**config.mk**
```make
export PLATFORM = sky130hd
export DESIGN_NAME = velocity_slew_limiter_3axis_top
export DESIGN_NICKNAME = d
export VERILOG_FILES = /design/src/rtl/core/vsl_pkg.sv /design/src/rtl/core/velocity_slew_limiter_3axis_top.sv /design/src/rtl/core/vsl_cfg.sv /design/src/rtl/core/vsl_axis.sv
export SDC_FILE = /design/constraint.sdc
export NUM_CORES = 1
export LEC_CHECK = 0
export BUFFER_PORTS_ARGS = -buffer_cell sky130_fd_sc_hd__buf_2
export CORE_UTILIZATION = 50
export DETAILED_ROUTE_END_ITERATION = 8
export PLACE_DENSITY = 0.64
export SYNTH_ARGS = -nofsm -noshare
export SYNTH_HDL_FRONTEND = slang
export SYNTH_HIERARCHICAL = 1
export SYNTH_SLANG_ARGS = --single-unit
```
**constraint.sdc**
```tcl
create_clock -name clk_i -period 23.6 [get_ports clk_i]
set_input_delay 5.9 -clock clk_i [delete_from_list [all_inputs] [get_ports clk_i]]
set_output_delay 5.9 -clock clk_i [all_outputs]
set_load 0.05 [all_outputs]
```
**src/rtl/core/vsl_pkg.sv**
```systemverilog
// Shared types, constants and register codes for the three-axis slew limiter
`timescale 1ns / 1ps

package vsl_pkg;

  // field widths
  localparam int unsigned VelWidth     = 16;
  localparam int unsigned StepWidth    = 15;
  localparam int unsigned AgeWidth     = 16;
  localparam int unsigned CfgIdxWidth  = 3;
  localparam int unsigned CfgDataWidth = 16;
  localparam int unsigned NumAxes      = 3;

  // working width for magnitudes, differences and steps
  localparam int unsigned WideWidth =
      ((VelWidth + 1 > StepWidth) ? VelWidth + 1 : StepWidth) + 1;

  typedef logic signed [VelWidth-1:0]  vel_t;
  typedef logic signed [WideWidth-1:0] wide_t;
  typedef logic [StepWidth-1:0]        step_t;
  typedef logic [AgeWidth-1:0]         age_t;
  typedef logic [CfgDataWidth-1:0]     cfg_data_t;

  // request kinds
  typedef enum logic {
    ReqCommand = 1'b0,
    ReqTick    = 1'b1
  } req_type_e;

  // configuration register indexes
  typedef enum logic [CfgIdxWidth-1:0] {
    RegLinAccel = 3'd0,
    RegLinDecel = 3'd1,
    RegAngAccel = 3'd2,
    RegAngDecel = 3'd3,
    RegTimeout  = 3'd4,
    RegLimitEn  = 3'd5
  } cfg_reg_e;

  // configuration register set
  typedef struct packed {
    step_t lin_accel;
    step_t lin_decel;
    step_t ang_accel;
    step_t ang_decel;
    age_t  timeout;
    logic  limit_en;
  } cfg_t;

  // reset values
  localparam step_t StepReset    = step_t'(10);
  localparam age_t  TimeoutReset = age_t'(20);
  localparam age_t  AgeStale     = '1;

endpackage

```
**src/rtl/core/velocity_slew_limiter_3axis_top.sv**
```systemverilog
// Top level of the three-axis velocity slew limiter
`timescale 1ns / 1ps
// An item enters the input register and is processed from there; a tick that emits loads
// its result into the result register. Throughput: one item per cycle, set by the single
// register-to-register slew pass, unless a staged tick stalls on the result register.
// A staged tick that must emit waits only while the result register holds an untaken item.
// Reset clears held command and previous output to zero, marks the command stale,
// and loads the step, timeout and enable registers with their defaults.

module velocity_slew_limiter_3axis_top (
  input  logic                            clk_i,
  input  logic                            rst_ni,
  // input items
  input  logic                            in_valid_i,
  output logic                            in_ready_o,
  input  logic                            req_type_i,
  input  vsl_pkg::vel_t                   cmd_linear_x_i,
  input  vsl_pkg::vel_t                   cmd_linear_y_i,
  input  vsl_pkg::vel_t                   cmd_angular_z_i,
  // result items
  output logic                            out_valid_o,
  input  logic                            out_ready_i,
  output vsl_pkg::vel_t                   out_linear_x_o,
  output vsl_pkg::vel_t                   out_linear_y_o,
  output vsl_pkg::vel_t                   out_angular_z_o,
  // configuration writes
  input  logic                            cfg_valid_i,
  output logic                            cfg_ready_o,
  input  logic [vsl_pkg::CfgIdxWidth-1:0] cfg_index_i,
  input  vsl_pkg::cfg_data_t              cfg_data_i
);

  vsl_pkg::cfg_t cfg;

  // input register
  logic          stg_valid_q, stg_valid_d;
  logic          stg_type_q;
  vsl_pkg::vel_t stg_cmd_q [vsl_pkg::NumAxes];

  // block state
  vsl_pkg::vel_t held_q [vsl_pkg::NumAxes];
  vsl_pkg::vel_t prev_q [vsl_pkg::NumAxes];
  vsl_pkg::age_t age_q, age_next;

  // result register
  logic          out_valid_q, out_valid_d;
  vsl_pkg::vel_t out_q [vsl_pkg::NumAxes];

  logic          is_tick, fresh, moving, emit, stg_fire, in_fire, out_free;
  vsl_pkg::vel_t target [vsl_pkg::NumAxes];
  vsl_pkg::vel_t res    [vsl_pkg::NumAxes];

  vsl_cfg u_cfg (
    .clk_i       (clk_i),
    .rst_ni      (rst_ni),
    .cfg_valid_i (cfg_valid_i),
    .cfg_ready_o (cfg_ready_o),
    .cfg_index_i (cfg_index_i),
    .cfg_data_i  (cfg_data_i),
    .cfg_o       (cfg)
  );

  // freshness and emit decision
  always_comb begin
    is_tick  = (stg_type_q == vsl_pkg::ReqTick);
    age_next = (age_q == vsl_pkg::AgeStale) ? age_q : age_q + 1'b1;
    fresh    = (age_next != vsl_pkg::AgeStale) && (age_next <= cfg.timeout);
    moving   = (prev_q[0] != '0) || (prev_q[1] != '0) || (prev_q[2] != '0);
    emit     = is_tick && (fresh || moving);
    for (int i = 0; i < vsl_pkg::NumAxes; i++) begin
      target[i] = fresh ? held_q[i] : '0;
    end
  end

  // slew units
  vsl_axis u_axis_x (
    .target_i   (target[0]),
    .prev_i     (prev_q[0]),
    .accel_i    (cfg.lin_accel),
    .decel_i    (cfg.lin_decel),
    .limit_en_i (cfg.limit_en),
    .res_o      (res[0])
  );

  vsl_axis u_axis_y (
    .target_i   (target[1]),
    .prev_i     (prev_q[1]),
    .accel_i    (cfg.lin_accel),
    .decel_i    (cfg.lin_decel),
    .limit_en_i (cfg.limit_en),
    .res_o      (res[1])
  );

  vsl_axis u_axis_z (
    .target_i   (target[2]),
    .prev_i     (prev_q[2]),
    .accel_i    (cfg.ang_accel),
    .decel_i    (cfg.ang_decel),
    .limit_en_i (cfg.limit_en),
    .res_o      (res[2])
  );

  // handshake: the staged item moves on unless its result has nowhere to go
  always_comb begin
    out_free    = !out_valid_q || out_ready_i;
    stg_fire    = stg_valid_q && (!emit || out_free);
    in_ready_o  = !stg_valid_q || stg_fire;
    in_fire     = in_valid_i && in_ready_o;
    stg_valid_d = in_fire || (stg_valid_q && !stg_fire);
    out_valid_d = (stg_fire && emit) || (out_valid_q && !out_ready_i);
  end

  // control registers
  always_ff @(posedge clk_i or negedge rst_ni) begin
    if (!rst_ni) begin
      stg_valid_q <= 1'b0;
      out_valid_q <= 1'b0;
      age_q       <= vsl_pkg::AgeStale;
      for (int i = 0; i < vsl_pkg::NumAxes; i++) begin
        held_q[i] <= '0;
        prev_q[i] <= '0;
      end
    end else begin
      stg_valid_q <= stg_valid_d;
      out_valid_q <= out_valid_d;
      if (stg_fire) begin
        if (!is_tick) begin
          age_q     <= '0;
          held_q[0] <= stg_cmd_q[0];
          held_q[1] <= stg_cmd_q[1];
          held_q[2] <= stg_cmd_q[2];
        end else begin
          age_q <= age_next;
          if (emit) begin
            for (int i = 0; i < vsl_pkg::NumAxes; i++) begin
              prev_q[i] <= res[i];
              if (!fresh) begin
                held_q[i] <= '0;
              end
            end
          end
        end
      end
    end
  end

  // payload registers
  always_ff @(posedge clk_i) begin
    if (in_fire) begin
      stg_type_q   <= req_type_i;
      stg_cmd_q[0] <= cmd_linear_x_i;
      stg_cmd_q[1] <= cmd_linear_y_i;
      stg_cmd_q[2] <= cmd_angular_z_i;
    end
    if (stg_fire && emit) begin
      for (int i = 0; i < vsl_pkg::NumAxes; i++) begin
        out_q[i] <= res[i];
      end
    end
  end

  assign out_valid_o     = out_valid_q;
  assign out_linear_x_o  = out_q[0];
  assign out_linear_y_o  = out_q[1];
  assign out_angular_z_o = out_q[2];

`ifndef ASSERT_OFF
  // a processed command restarts the age count
  assert property (@(posedge clk_i) disable iff (!rst_ni)
    stg_fire && !is_tick |=> age_q == '0)
    else $error("age not cleared by command item");

  // a tick never makes the command younger
  assert property (@(posedge clk_i) disable iff (!rst_ni)
    stg_fire && is_tick |=> age_q >= $past(age_q))
    else $error("age decreased on tick item");

  // a pending result always matches the previous-output state
  assert property (@(posedge clk_i) disable iff (!rst_ni)
    out_valid_q |-> (out_q[0] == prev_q[0]) && (out_q[1] == prev_q[1]) &&
                    (out_q[2] == prev_q[2]))
    else $error("pending result differs from previous output");

  // a result is never loaded over one that has not been taken
  assert property (@(posedge clk_i) disable iff (!rst_ni)
    out_valid_q && !out_ready_i |-> !(stg_fire && emit))
    else $error("result register overwritten");
`endif

endmodule

```
**src/rtl/core/vsl_cfg.sv**
```systemverilog
// Configuration register file for the three-axis slew limiter
`timescale 1ns / 1ps

module vsl_cfg (
  input  logic                                 clk_i,
  input  logic                                 rst_ni,
  input  logic                                 cfg_valid_i,
  output logic                                 cfg_ready_o,
  input  logic [vsl_pkg::CfgIdxWidth-1:0]      cfg_index_i,
  input  vsl_pkg::cfg_data_t                   cfg_data_i,
  output vsl_pkg::cfg_t                        cfg_o
);

  vsl_pkg::cfg_t cfg_d, cfg_q;

  // writes are always taken
  assign cfg_ready_o = 1'b1;

  // register decode, unused indexes are dropped
  always_comb begin
    cfg_d = cfg_q;
    if (cfg_valid_i) begin
      unique case (vsl_pkg::cfg_reg_e'(cfg_index_i))
        vsl_pkg::RegLinAccel: cfg_d.lin_accel = cfg_data_i[vsl_pkg::StepWidth-1:0];
        vsl_pkg::RegLinDecel: cfg_d.lin_decel = cfg_data_i[vsl_pkg::StepWidth-1:0];
        vsl_pkg::RegAngAccel: cfg_d.ang_accel = cfg_data_i[vsl_pkg::StepWidth-1:0];
        vsl_pkg::RegAngDecel: cfg_d.ang_decel = cfg_data_i[vsl_pkg::StepWidth-1:0];
        vsl_pkg::RegTimeout:  cfg_d.timeout   = cfg_data_i[vsl_pkg::AgeWidth-1:0];
        vsl_pkg::RegLimitEn:  cfg_d.limit_en  = cfg_data_i[0];
        default: cfg_d = cfg_q;
      endcase
    end
  end

  // register state
  always_ff @(posedge clk_i or negedge rst_ni) begin
    if (!rst_ni) begin
      cfg_q.lin_accel <= vsl_pkg::StepReset;
      cfg_q.lin_decel <= vsl_pkg::StepReset;
      cfg_q.ang_accel <= vsl_pkg::StepReset;
      cfg_q.ang_decel <= vsl_pkg::StepReset;
      cfg_q.timeout   <= vsl_pkg::TimeoutReset;
      cfg_q.limit_en  <= 1'b1;
    end else begin
      cfg_q <= cfg_d;
    end
  end

  assign cfg_o = cfg_q;

endmodule

```
**src/rtl/core/vsl_axis.sv**
```systemverilog
// Per-axis slew step: moves the previous output toward the target by a bounded step
`timescale 1ns / 1ps

module vsl_axis (
  input  vsl_pkg::vel_t  target_i,
  input  vsl_pkg::vel_t  prev_i,
  input  vsl_pkg::step_t accel_i,
  input  vsl_pkg::step_t decel_i,
  input  logic           limit_en_i,
  output vsl_pkg::vel_t  res_o
);

  vsl_pkg::wide_t tgt_w, prev_w, mag_tgt, mag_prev, dv, mag_dv, step_w, lim_w;

  // magnitudes and difference at full width
  always_comb begin
    tgt_w    = vsl_pkg::wide_t'(target_i);
    prev_w   = vsl_pkg::wide_t'(prev_i);
    mag_tgt  = (tgt_w < 0) ? -tgt_w : tgt_w;
    mag_prev = (prev_w < 0) ? -prev_w : prev_w;
    dv       = tgt_w - prev_w;
    mag_dv   = (dv < 0) ? -dv : dv;
  end

  // accel step when the magnitude does not fall, decel step otherwise
  assign step_w = (mag_tgt >= mag_prev) ? vsl_pkg::wide_t'(accel_i)
                                        : vsl_pkg::wide_t'(decel_i);

  // clamp the move; a clamped result lies between prev and target
  always_comb begin
    if (mag_dv > step_w) begin
      lim_w = (dv > 0) ? prev_w + step_w : prev_w - step_w;
    end else begin
      lim_w = tgt_w;
    end
  end

  assign res_o = limit_en_i ? vsl_pkg::vel_t'(lim_w) : target_i;

endmodule
```
==> flow_summary.toml <==
[run_status]
outcome = "finished clean"

[sta]
fin_setup_tns_ps = 0
clock_skew_ps = 20.4
min_period_over_period_pct = 54.6
tightest_slew_ps = 1250
rsz0062_at_grt = "no"
final_hold_viol_count = 0
fmax_mhz = 77.6
finalCriticalPeriod_ps = 12890
setup_viol = 0
drv_slew = 0
hold_ws_ps = 474
relSlewSlack_pct = 16.3

[hold_path]
hold_path.class = "flop to flop"
min_from = "stg_cmd_q[0][41]"

[place]
dp_hpwl_mm = 52.9
place_area_sq_mm = 0.0257
io_buffers = 122
place_congestion = 0.974

[worst_setup_path]
crit_path_cell_trace = "buf_2 > nor2b_1 > nand3_1 > buf_2"
criticalPathCategory = "input port to output pin"
cpPeakStageDelay_ps = 600
crit_path_top_delay_cell = "nor2b_1"
cp_max_fo = 8
cp-startpoint = "out_ready_i"
end_kind = "output pin"
worst_ep_required_time_ps = 17700
start_kind = "input port"
cp.arrival_ps = 6990
worstReg2RegStart = "age_q[0]"
path_common_cell = "buf_2"

[cts]
htree_num_levels = 2
clk_path_buf_depth = 3
clock-root-buffer = "clkbuf_16"
hold_buffers = 0
post_cts_buffers = 0
post_cts_resized = 0
cts_buffers = 34
clock_sinks = 288
clk_latency_ps = 560
path_clk_slew_ps = 60
cts_tree = "yes"

[synthesis]
postSynthCellCount = 2492
syn_avg_cell_area_sq_um = 9.86
yosysSeqAreaShare_pct = 31.4
yosysWarnings = 6
yosysMostFrequentCell = "ha_1"
synthFlopType = "dfrtp_1"
synth_largest_area_cell = "dfrtp_1"
ys_types = 135
synth_top_area_share_pct = 16.7
ys_top_cells_by_count = "ha_1 (209), nand2_1 (173), xnor2_1 (171), dfrtp_1 (164), inv_1 (124)"
synth.area.top_cells = "dfrtp_1 (17%), edfxtp_1 (12%), ha_1 (11%), xnor2_1 (6.1%), mux2_4 (5.1%)"
ys_seq_elements = 288
synth_edf_count = 97
async_flop_share_pct = 66.3
syn_area_sq_mm = 0.0246

[global_route]
grt_pass1_wl_mm = 108
antenna_found_initial = 0
grt_max_degree = 76
grtUsageTotal_pct = 27.6
grt_overflow_total = 0
grt_pass1_vias = 19523

[floorplan]
initial_core_util_pct = 51.0
die_area_sq_mm = 0.0500
fp.dieH_um = 224
die_x_um = 224
ios = 124
core_sq_mm = 0.0481
rows = 80

[final_layout]
nNetsFinal = 2869
design_area_sq_mm = 0.0268
drive_above_1_share_pct = 17.3
syn_to_final_growth_pct = 9.12

[drt]
dr_total_vias = 20114
drt_iter0_markers = 1576
wl_per_cell_um = 21.4
routed_via_density = 6.16
ant_nets = 0
drc = 0
firstDrtPassIters = 5
wl_mm = 69.8

[job]
maxCapViolations = 0
-- cells in the final DEF, fill, tap and decap left out, types with 67 or more instances in the layout --
cell type,count
nor2_1,112
edfxtp_1,97
inv_1,124
nand2_1,173
dfrtp_1,164
ha_1,209
a21oi_1,118
buf_2,121
mux2_4,83
xnor2_1,171
o21ai_0,118
mux2_2,67
-- worst max-delay path: cells and delay by family --
kind / cells / cell delay (ps)
and+or+nand+nor: 2 / 730
buffers and inverters: 2 / 350
-- state kept, by name, indices dropped and copies added (netlist names) --
signal,cells
held_q,48
is_tick,1
stg_valid_q,1
prev_q,48
u_cfg/cfg_o,77
out_valid_o,1
stg_cmd_q,48
out_q,48
age_q,16
-- worst paths after layout --
kind,end,depth (start not counted),slack [ps]
max,in_ready_o,4,10710
min,held_q[9],2,470
max reg2reg,prev_q[22],36,11550
min reg2reg,held_q[9],2,470
max in group asynchronous,prev_q[33],3,16300
min in group asynchronous,u_cfg/cfg_o[16],1,5380
-- cells by family (layout without fill, tap and decap cells) --
kind of cell,after synthesis,after routing,share of synthesized area [%]
flip-flops,288,288,31.4
other,7,15,0.107
XOR/XNOR,235,235,8.55
multiplexers,240,240,12.0
AO/OA/AOI/OAI,601,601,17.3
buffers and inverters,214,323,3.94
adder cells (fa/ha/maj),217,217,11.2
AND/OR/NAND/NOR,690,690,15.5
-- metal layers --
| metal | part of all wire (%) | vias up | GRT usage [%] |
|---|---|---|---|
| met5 | 0 | - | 0 |
| li1 | - | 9478 | - |
| met4 | 3.4 | 0 | 10.6 |
| met1 | 45 | 9921 | 37.3 |
| met3 | 4.9 | 132 | 3.34 |
| met2 | 46 | 583 | 45.1 |
-- stage by stage --
stage	worst slack (ps)	std cells	utilization, %
after floorplan	11000	2498	-
after global placement	10750	3201	53.4
after detailed placement	10710	3201	53.4
after CTS	10700	3263	55.7
after global routing	10660	3263	55.7
final	10710	3265	55.7
-- area by class of cell --
cell class	instances	area, sq um
fill	4222	21300
multi-input combinational	1996	16000
sequential	288	7730
clock buffer	43	916
tap	656	821
timing repair buffer	135	717
inverter	126	473
clock inverter	19	174
antenna	2	5.00
Power is not shown: default switching activity piles up to over one toggle a cycle in this logic, so the estimate is an artifact.
